[src/rtl/core/priority_ternary_match_table_assert.svh]
// assertion macros of the match table rtl
`ifndef PRIORITY_TERNARY_MATCH_TABLE_ASSERT_SVH
`define PRIORITY_TERNARY_MATCH_TABLE_ASSERT_SVH

// checked only while out of reset
`define PTMT_ASSERT(label, prop, msg) \
  label: assert property (@(posedge clk) disable iff (!rst_n) prop) else $error(msg);

// checked on every edge, reset included
`define PTMT_ASSERT_ALWAYS(label, prop, msg) \
  label: assert property (@(posedge clk) prop) else $error(msg);

`endif

[src/rtl/core/ptmt_ram.sv]
// generic simple dual-port ram with registered read
module ptmt_ram #(
  parameter int WIDTH = 8,
  parameter int DEPTH = 16
) (
  input  logic                     clk,
  input  logic                     we,
  input  logic [$clog2(DEPTH)-1:0] waddr,
  input  logic [WIDTH-1:0]         wdata,
  input  logic                     re,
  input  logic [$clog2(DEPTH)-1:0] raddr,
  output logic [WIDTH-1:0]         rdata
);

  logic [WIDTH-1:0] mem [DEPTH];

  always_ff @(posedge clk) begin
    if (we) begin
      mem[waddr] <= wdata;
    end
    if (re) begin
      rdata <= mem[raddr];
    end
  end

endmodule

[config.mk]
export PLATFORM = sky130hd
export DESIGN_NAME = ptmt_ram
export DESIGN_NICKNAME = d
export VERILOG_FILES = /design/src/rtl/core/priority_ternary_match_table_assert.svh /design/src/rtl/core/ptmt_ram.sv
export SDC_FILE = /design/constraint.sdc
export NUM_CORES = 1
export LEC_CHECK = 0
export BUFFER_PORTS_ARGS = -buffer_cell sky130_fd_sc_hd__buf_4
export CAP_MARGIN = 10
export CELL_PAD_IN_SITES_DETAIL_PLACEMENT = 1
export CELL_PAD_IN_SITES_GLOBAL_PLACEMENT = 1
export CORE_MARGIN = 3
export CORE_UTILIZATION = 60
export CTS_BUF_LIST = sky130_fd_sc_hd__clkbuf_4 sky130_fd_sc_hd__clkbuf_8
export CTS_CLUSTER_DIAMETER = 30
export CTS_CLUSTER_SIZE = 28
export DETAILED_ROUTE_END_ITERATION = 10
export PLACE_DENSITY_LB_ADDON = 0.1
export SLEW_MARGIN = 20
export SYNTH_ARGS = -nofsm -noshare
export SYNTH_HDL_FRONTEND = slang
export SYNTH_SLANG_ARGS = --single-unit
export TNS_END_PERCENT = 20
[constraint.sdc]
create_clock -name clk -period 4.8 [get_ports clk]
set_input_delay 0.96 -clock clk [delete_from_list [all_inputs] [get_ports clk]]
set_output_delay 0.96 -clock clk [all_outputs]
set_load 0.01 [all_outputs]
### Word level (Yosys, flattened, before mapping)

Memory sizes are Yosys's and may differ from the RTL's. A register that Yosys moved wholly into a read port is not among the register bits.
Index checks and enable logic that the tools add are counted.

| word-level totals | value |
|---|---|
| flip-flop bits (word level) | 0 |
| RAM bits | 128 |
| memories kept | 1 |

| cells by class | value |
|---|---|
| muxes and demuxes | 2 |

Memory list:

| name | depth | width | read ports | clocked after memory_dff | write ports | line | text |
|---|---|---|---|---|---|---|---|
| mem | 16 | 8 | 1 | 1 | 1 | ptmt_ram.sv:15 | `logic [WIDTH-1:0] mem [DEPTH];` |

Operator list:

| operator | count |
|---|---|
| $mux 1 | 2 |

### Logic depth before layout (Yosys ltp)

Gate-level depths: netlist of the first run.

| depth | value |
|---|---|
| depth in word-level cells | 2 |
| mapped depth | 5 |
| gate-level depth less buffers | 3 |

### Worst setup path after synthesis of the first run

Ideal clock, no wire load.

| timing path | value |
|---|---|
| path kind | input to register |
| start | input waddr[2] |
| end | memory mem[0][0] (enable) |
| setup time | 0.383 ns |
| data arrival time | 2.070 ns |
| data required time | 4.417 ns |
| setup slack | 2.347 ns |
| stages | 2 |
| cell sequence | or3b_2 -> nor3_1 |

RTL lines:

| what | line | text |
|---|---|---|
| start: declaration | ptmt_ram.sv:8 | `input logic [$clog2(DEPTH)-1:0] waddr,` |
| end: declaration | ptmt_ram.sv:15 |  |

Straight into the memory's write port.

==> summary.md, run 1 <==
| Metric | Value |
|---|---|
| Fin util | `71.1%` |
| Hold Path Class | `reg2reg` |
| Nets | `285` |
| Post-CTS Hold Buffers | `0` |
| Clock root cell | `clkbuf_8` |
| RR Endpoint | `rdata[4]` |
| Cell area power density | `419 mW/mm²` |
| Pre-CTS worst setup slack | `1.88 ns` |
| Largest net degree at the start of global routing | `33` |
| CTS tree | `yes` |
| Critical path class | `in2reg` |
| Total grt overflow | `0` |
| Ports | `27` |
| Final Hold Fails | `0` |
| Multi-input gate area | `0.00107 mm²` |
| Final wirelength | `10600 µm` |
| Slew @ Worst Pin | `0.992 ns` |
| Tcrit/Tclk final | `48.2%` |
| WP data arrival | `2.47 ns` |
| Share of cells above drive strength 1 | `28.3%` |
| Critical path required time | `4.96 ns` |
| Drt pass-1 iters | `4` |
| First-pass GRT wire length | `16100 µm` |
| Post-DP HPWL | `6670 µm` |
| TritonCTS buffer count | `17` |
| R2R depth | `3` |
| Synth top area share | `78.1%` |
| Antenna Nets Post-Route | `0` |
| Flip-flop and latch area | `0.00408 mm²` |
| Clock transition at path regs | `0.08 ns` |
| Core Rows | `33` |
| Diode count | `0` |
| Vias | `2479` |
| R2R Path Start | `mem[10][4]` |
| FMAX | `0.432 GHz` |
| CP max stage delay | `0.57 ns` |
| Leak | `1.96 nW` |
| DRC errors left | `0` |
| Synth Cell Area | `0.00523 mm²` |
| Min-delay src | `mem[6][1]` |
| Worst-Skew Late Latency | `0.42 ns` |
| # fillers | `647` |
| Total GRT Usage | `23.4%` |
| Number of post-CTS setup repair buffers | `0` |
| Flop-to-flop setup slack | `3.25 ns` |
| GPL Wtd Cong | `0.730` |
| # setup viols final | `0` |
| Die Wd | `99.3 µm` |
| Peak supply drop | `354 µV` |
| Outcome | `complete, no violations` |
| Crit path max fanout | `32` |
| CP max stage cell | `mux4_2` |
| Vias in the first global route | `2622` |
| Clock sink total | `136` |
| Die area | `0.00987 mm²` |
| Final min period | `2.31 ns` |
| Final Max Tran Viols | `0` |
| CP endpoint kind | `register` |
| Hold depth | `3` |
| Top post-synthesis cells by area | `edfxtp_1, mux4_2, mux4_1` |
| Drt initial violations | `257` |
| Library cells used by synthesis | `18` |
| Setup TNS | `0 ns` |
| Post-synth net total | `248` |
| Die height | `99.3 µm` |
| Setup crit start kind | `input port` |
| Routed wire per std cell | `27.6 µm` |
| Buffers on Ports | `26` |
| Slew HR | `33.6%` |
| Max Root-Sink Buffers | `2` |
| Hold Slack | `0.790 ns` |
| Yosys warnings | `0` |
| Cells after Synth | `229` |
| Final Skew | `0.0112 ns` |
| Post-Syn Area per Cell | `22.8 µm²` |
| Min-Delay Endpoint | `rdata[1]` |
| Top delay family on crit path | `multiplexers` |
| Post-cts gate resize count | `0` |
| Htree depth | `4` |
| Vias per std cell | `6.46` |
| Max Cap Viol | `0` |
| Crit-path cells | `buf_4 > mux4_2 > a22oi_1 > nand2_1` |
| Initial antenna violation count | `0` |
| Flip-flop and latch count after synthesis | `136` |
| Unrepaired setup endpoints after global routing | `false` |
| Power Total | `2.48 mW` |
| Buffers & Inverters on Critical Path | `1` |
| Post-synth top area cell | `edfxtp_1` |
| Sequential element share of the synthesized area | `78.1%` |
| Core area | `0.00834 mm²` |
| Starting Density | `62.7%` |
| Setup WS post-layout | `2.49 ns` |
| Area Growth Syn to Fin | `13.5%` |
worst reg2reg max path, delay by kind of cell (launching register included):
kind,cells,cell delay (ns)
compound gates,1,0.29
flops,1,0.42
mux,1,0.51
simple gates,1,0.09
per-layer routing:
| layer | GRT usage [%] | up-vias | wire (µm) |
|---|---|---|---|
| li1 | - | 1054 | - |
| met1 | 33.1 | 1312 | 4460 |
| met2 | 37.4 | 101 | 5450 |
| met3 | 5.82 | 12 | 555 |
| met4 | 6.30 | 0 | 130 |
| met5 | 0 | - | 0 |
logic make-up after synthesis:
group	count (synthesis)	share of synthesized area, %
buf+inv	10	1.65
simple gates	35	3.14
mux	32	14.8
flops	136	78.1
compound gates	16	2.30
stage by stage:
step | instances | area [µm²]
after floorplan | 229 | 5230
after global placement | 352 | 5490
after detailed placement | 352 | 5490
after CTS | 384 | 5930
after global routing | 384 | 5930
final | 384 | 5930
synth_stat cells:
| cell type | count |
|---|---|
| mux4_2 | 18 |
| buf_2 | 3 |
| and2_1 | 1 |
| nand2_1 | 9 |
| nor3_1 | 4 |
| edfxtp_1 | 136 |
| buf_4 | 1 |
| a22oi_1 | 16 |
| nor2_1 | 13 |
| nand2b_1 | 2 |
| and2b_1 | 1 |
| nand3b_1 | 2 |
| buf_6 | 3 |
| clkdlybuf4s25_2 | 3 |
| nand3_1 | 1 |
| nor2b_1 | 1 |
| or3b_2 | 1 |
| mux4_1 | 14 |
state kept, by name, summed over array words and instances, names as in the netlist:
register	count
rdata	8
mem	128
how the worst max path moves through the flow:
| stage | start | end | slack [ns] | cells after the start |
|---|---|---|---|---|
| finish | raddr[0] | rdata[7] | 2.49 | 4 |
| global route | raddr[0] | rdata[0] | 2.40 | 4 |
| CTS | waddr[2] | mem[0][5] | 2.32 | 3 |
| detailed placement | waddr[2] | mem[0][1] | 1.88 | 3 |
| global placement | waddr[2] | mem[0][2] | 1.92 | 3 |
| floorplan | waddr[2] | mem[0][0] | 2.35 | 2 |
cell usage in the layout (no fill, tap or decap), types with 3 or more instances in the layout:
cell type	n
a22oi_1	16
buf_4	28
bufinv_16	4
clkbuf_8	17
clkinv_4	4
edfxtp_1	136
inv_6	3
mux4_1	14
mux4_2	18
nand2_1	9
nor2_1	13
layout make-up:
class,instances,share of cell area [%]
Clock inverter,14,3.31
Clock buffer,18,4.07
Sequential cell,136,68.9
Tap cell,105,2.22
Multi-Input combinational cell,83,18.0
Timing Repair Buffer,28,3.54
power breakdown:
part	leakage (nW)	switching (mW)	internal [mW]
clock	0.217	0.436	0.576
combinational	0.508	0.0729	0.0536
sequential	1.24	0.00826	1.34
total	1.96	0.517	1.97
Power figures use the tool's default switching activity.
==> inputs of run 2 (changes only) <==
--- a/config.mk
+++ b/config.mk
@@ -10,7 +10,7 @@
 export CELL_PAD_IN_SITES_DETAIL_PLACEMENT = 1
 export CELL_PAD_IN_SITES_GLOBAL_PLACEMENT = 1
 export CORE_MARGIN = 3
-export CORE_UTILIZATION = 60
+export CORE_UTILIZATION = 56
 export CTS_BUF_LIST = sky130_fd_sc_hd__clkbuf_4 sky130_fd_sc_hd__clkbuf_8
 export CTS_CLUSTER_DIAMETER = 30
 export CTS_CLUSTER_SIZE = 28
==> constraint.sdc (replaced) <==
create_clock -name clk -period 2.3 [get_ports clk]
set_input_delay 0.46 -clock clk [delete_from_list [all_inputs] [get_ports clk]]
set_output_delay 0.46 -clock clk [all_outputs]
set_load 0.01 [all_outputs]
==> summary.md, run 2 (synthesis gave the netlist of run 1 again) <==
| Metric | Value |
|---|---|
| Outcome | `complete, no violations (unchanged)` |
| Total grt overflow | `0 (unchanged)` |
| Max Root-Sink Buffers | `2 (unchanged)` |
| Fin util | `68.6% (was 71.1%)` |
| Max Cap Viol | `0 (unchanged)` |
| Buffers on Ports | `26 (unchanged)` |
| Final min period | `1.69 ns` |
| CP endpoint kind | `register (unchanged)` |
| Drt initial violations | `203 (was 257)` |
| FMAX | `0.592 GHz` |
| Htree depth | `4 (unchanged)` |
| Final Hold Fails | `0 (unchanged)` |
| Biggest register | `mem (unchanged)` |
| Unrepaired setup endpoints after global routing | `false (unchanged)` |
| Critical Path Start | `raddr[0] (unchanged)` |
| RR Endpoint | `rdata[0] (was rdata[4])` |
| Vias in the first global route | `2721 (was 2622)` |
| R2R Path Start | `mem[2][0] (was mem[10][4])` |
| Post-CTS Hold Buffers | `0 (unchanged)` |
| Final Skew | `0.00907 ns (was 0.0112 ns)` |
| WP data arrival | `1.86 ns (was 2.47 ns)` |
| First-pass GRT wire length | `16500 µm (was 16100 µm)` |
| Vias | `2532 (was 2479)` |
| Final Max Tran Viols | `0 (unchanged)` |
| Nets | `305 (was 285)` |
| Die area | `0.0105 mm² (was 0.00987 mm²)` |
| Final wirelength | `10900 µm (was 10600 µm)` |
| Leak | `2.07 nW (was 1.96 nW)` |
| Clock transition at path regs | `0.08 ns (about the same)` |
| Critical path class | `in2reg (unchanged)` |
| Clock sink total | `136 (unchanged)` |
| Commonest non-fill, non-tap cell in the layout | `edfxtp_1 (unchanged)` |
| Routed wire per std cell | `26.9 µm (was 27.6 µm)` |
| Crit path max fanout | `13 (was 32)` |
| Number of post-CTS setup repair buffers | `0 (unchanged)` |
| DRC errors left | `0 (unchanged)` |
| Initial antenna violation count | `0 (unchanged)` |
| Setup crit end | `rdata[0] (was rdata[7])` |
| Setup crit start kind | `input port (unchanged)` |
| Flop-to-flop setup slack | `0.74 ns (was 3.25 ns)` |
| Diode count | `0 (unchanged)` |
| Peak supply drop | `461 µV (was 354 µV)` |
| Clock root cell | `clkbuf_8 (unchanged)` |
| Largest registers | `mem: 128 flops, rdata: 8 flops (unchanged)` |
| Hold Path Class | `in2reg (was reg2reg)` |
| Die height | `103 µm (was 99.3 µm)` |
| # setup viols final | `0 (unchanged)` |
| Ports | `27 (unchanged)` |
| Vias per std cell | `6.24 (was 6.46)` |
| GPL Wtd Cong | `0.699 (was 0.730)` |
| Core area | `0.00889 mm² (was 0.00834 mm²)` |
| Tcrit/Tclk final | `73.5%` |
| Setup TNS | `0 ns (unchanged)` |
| TritonCTS buffer count | `17 (unchanged)` |
| Slew HR | `72.7% (was 33.6%)` |
| CTS tree | `yes (unchanged)` |
| Pre-CTS worst setup slack | `0.253 ns (was 1.88 ns)` |
| Finished Cell Area | `0.00610 mm² (was 0.00593 mm²)` |
| Die Wd | `103 µm (was 99.3 µm)` |
| Antenna Nets Post-Route | `0 (unchanged)` |
| Cell area power density | `845 mW/mm² (was 419 mW/mm²)` |
| Drt pass-1 iters | `4 (unchanged)` |
| Share of cells above drive strength 1 | `32.2% (was 28.3%)` |
| Largest net degree at the start of global routing | `17 (was 33)` |
| Setup WS post-layout | `0.610 ns (was 2.49 ns)` |
| Core Rows | `34 (was 33)` |
| Placed cell area | `0.00567 mm² (was 0.00549 mm²)` |
| Largest register FFs | `128 (unchanged)` |
| Slew @ Worst Pin | `0.410 ns (was 0.992 ns)` |
| Post-DP HPWL | `6870 µm (was 6670 µm)` |
| Critical path required time | `2.47 ns (was 4.96 ns)` |
| Starting Density | `58.8% (was 62.7%)` |
| Most frequent cells in the layout | `edfxtp_1, buf_4, mux4_2 (unchanged)` |
| Worst-Skew Late Latency | `0.42 ns (about the same)` |
| Post-cts gate resize count | `0 (unchanged)` |
| Power Total | `5.15 mW (was 2.48 mW)` |
| Total GRT Usage | `22.7% (was 23.4%)` |
| R2R depth | `3 (unchanged)` |
| Area Growth Syn to Fin | `16.6% (was 13.5%)` |
[run 2: cell types whose count changed in the layout (fill, tap and decap cells not counted)]
cell and change:
buf_4 +17, buf_12 +3, inv_6 -3, clkinv_2 +2
nor3_1 +2, nor3_2 -2
[run 2: final cells by class]
class / count / area (µm²)
clock inverter: 13 / 180
timing repair buffer: 48 / 398
tap: 108 / 135
sequential: 136 / 4080
multi-input combinational: 83 / 1060
clock buffer: 18 / 241
fill: 700 / 2800
[run 2: per-layer routing]
layer	GRT usage (%)	wire length, µm	up-vias
li1	-	-	1092
met1	30.4	4580	1328
met2	37.0	5540	99
met3	6.56	666	13
met4	5.95	134	0
met5	0	0	-
[run 2: worst min-delay path by stage]
| stage | startpoint | to | cells past startpoint |
|---|---|---|---|
| global route | re | rdata[3] | 1 |
| floorplan | wdata[0] | mem[0][0] | 0 |
| detailed placement | mem[6][2] | rdata[2] | 3 |
| finish | wdata[0] | mem[15][0] | 1 |
| CTS | re | rdata[0] | 1 |
| global placement | mem[7][2] | rdata[2] | 3 |
[run 2: where the power goes]
| group | internal, mW | leakage [nW] | switching (mW) |
|---|---|---|---|
| Combinational | 0.130 | 0.625 | 0.152 |
| Clock | 1.18 | 0.211 | 0.881 |
| Sequential | 2.79 | 1.24 | 0.0187 |
[run 2: through the flow]
stage	hold slack [ns]	std cells
floorplan	0.559	229
global placement	0.733	375
detailed placement	0.746	375
CTS	0.318	406
global route	0.329	406
finish	0.347	406
[run 2: worst max-delay path, cell delays in order]
cell,delay (ns)
buf_4,0.20
buf_12,0.19
mux4_1,0.58
a22oi_1,0.31
nand2_1,0.10
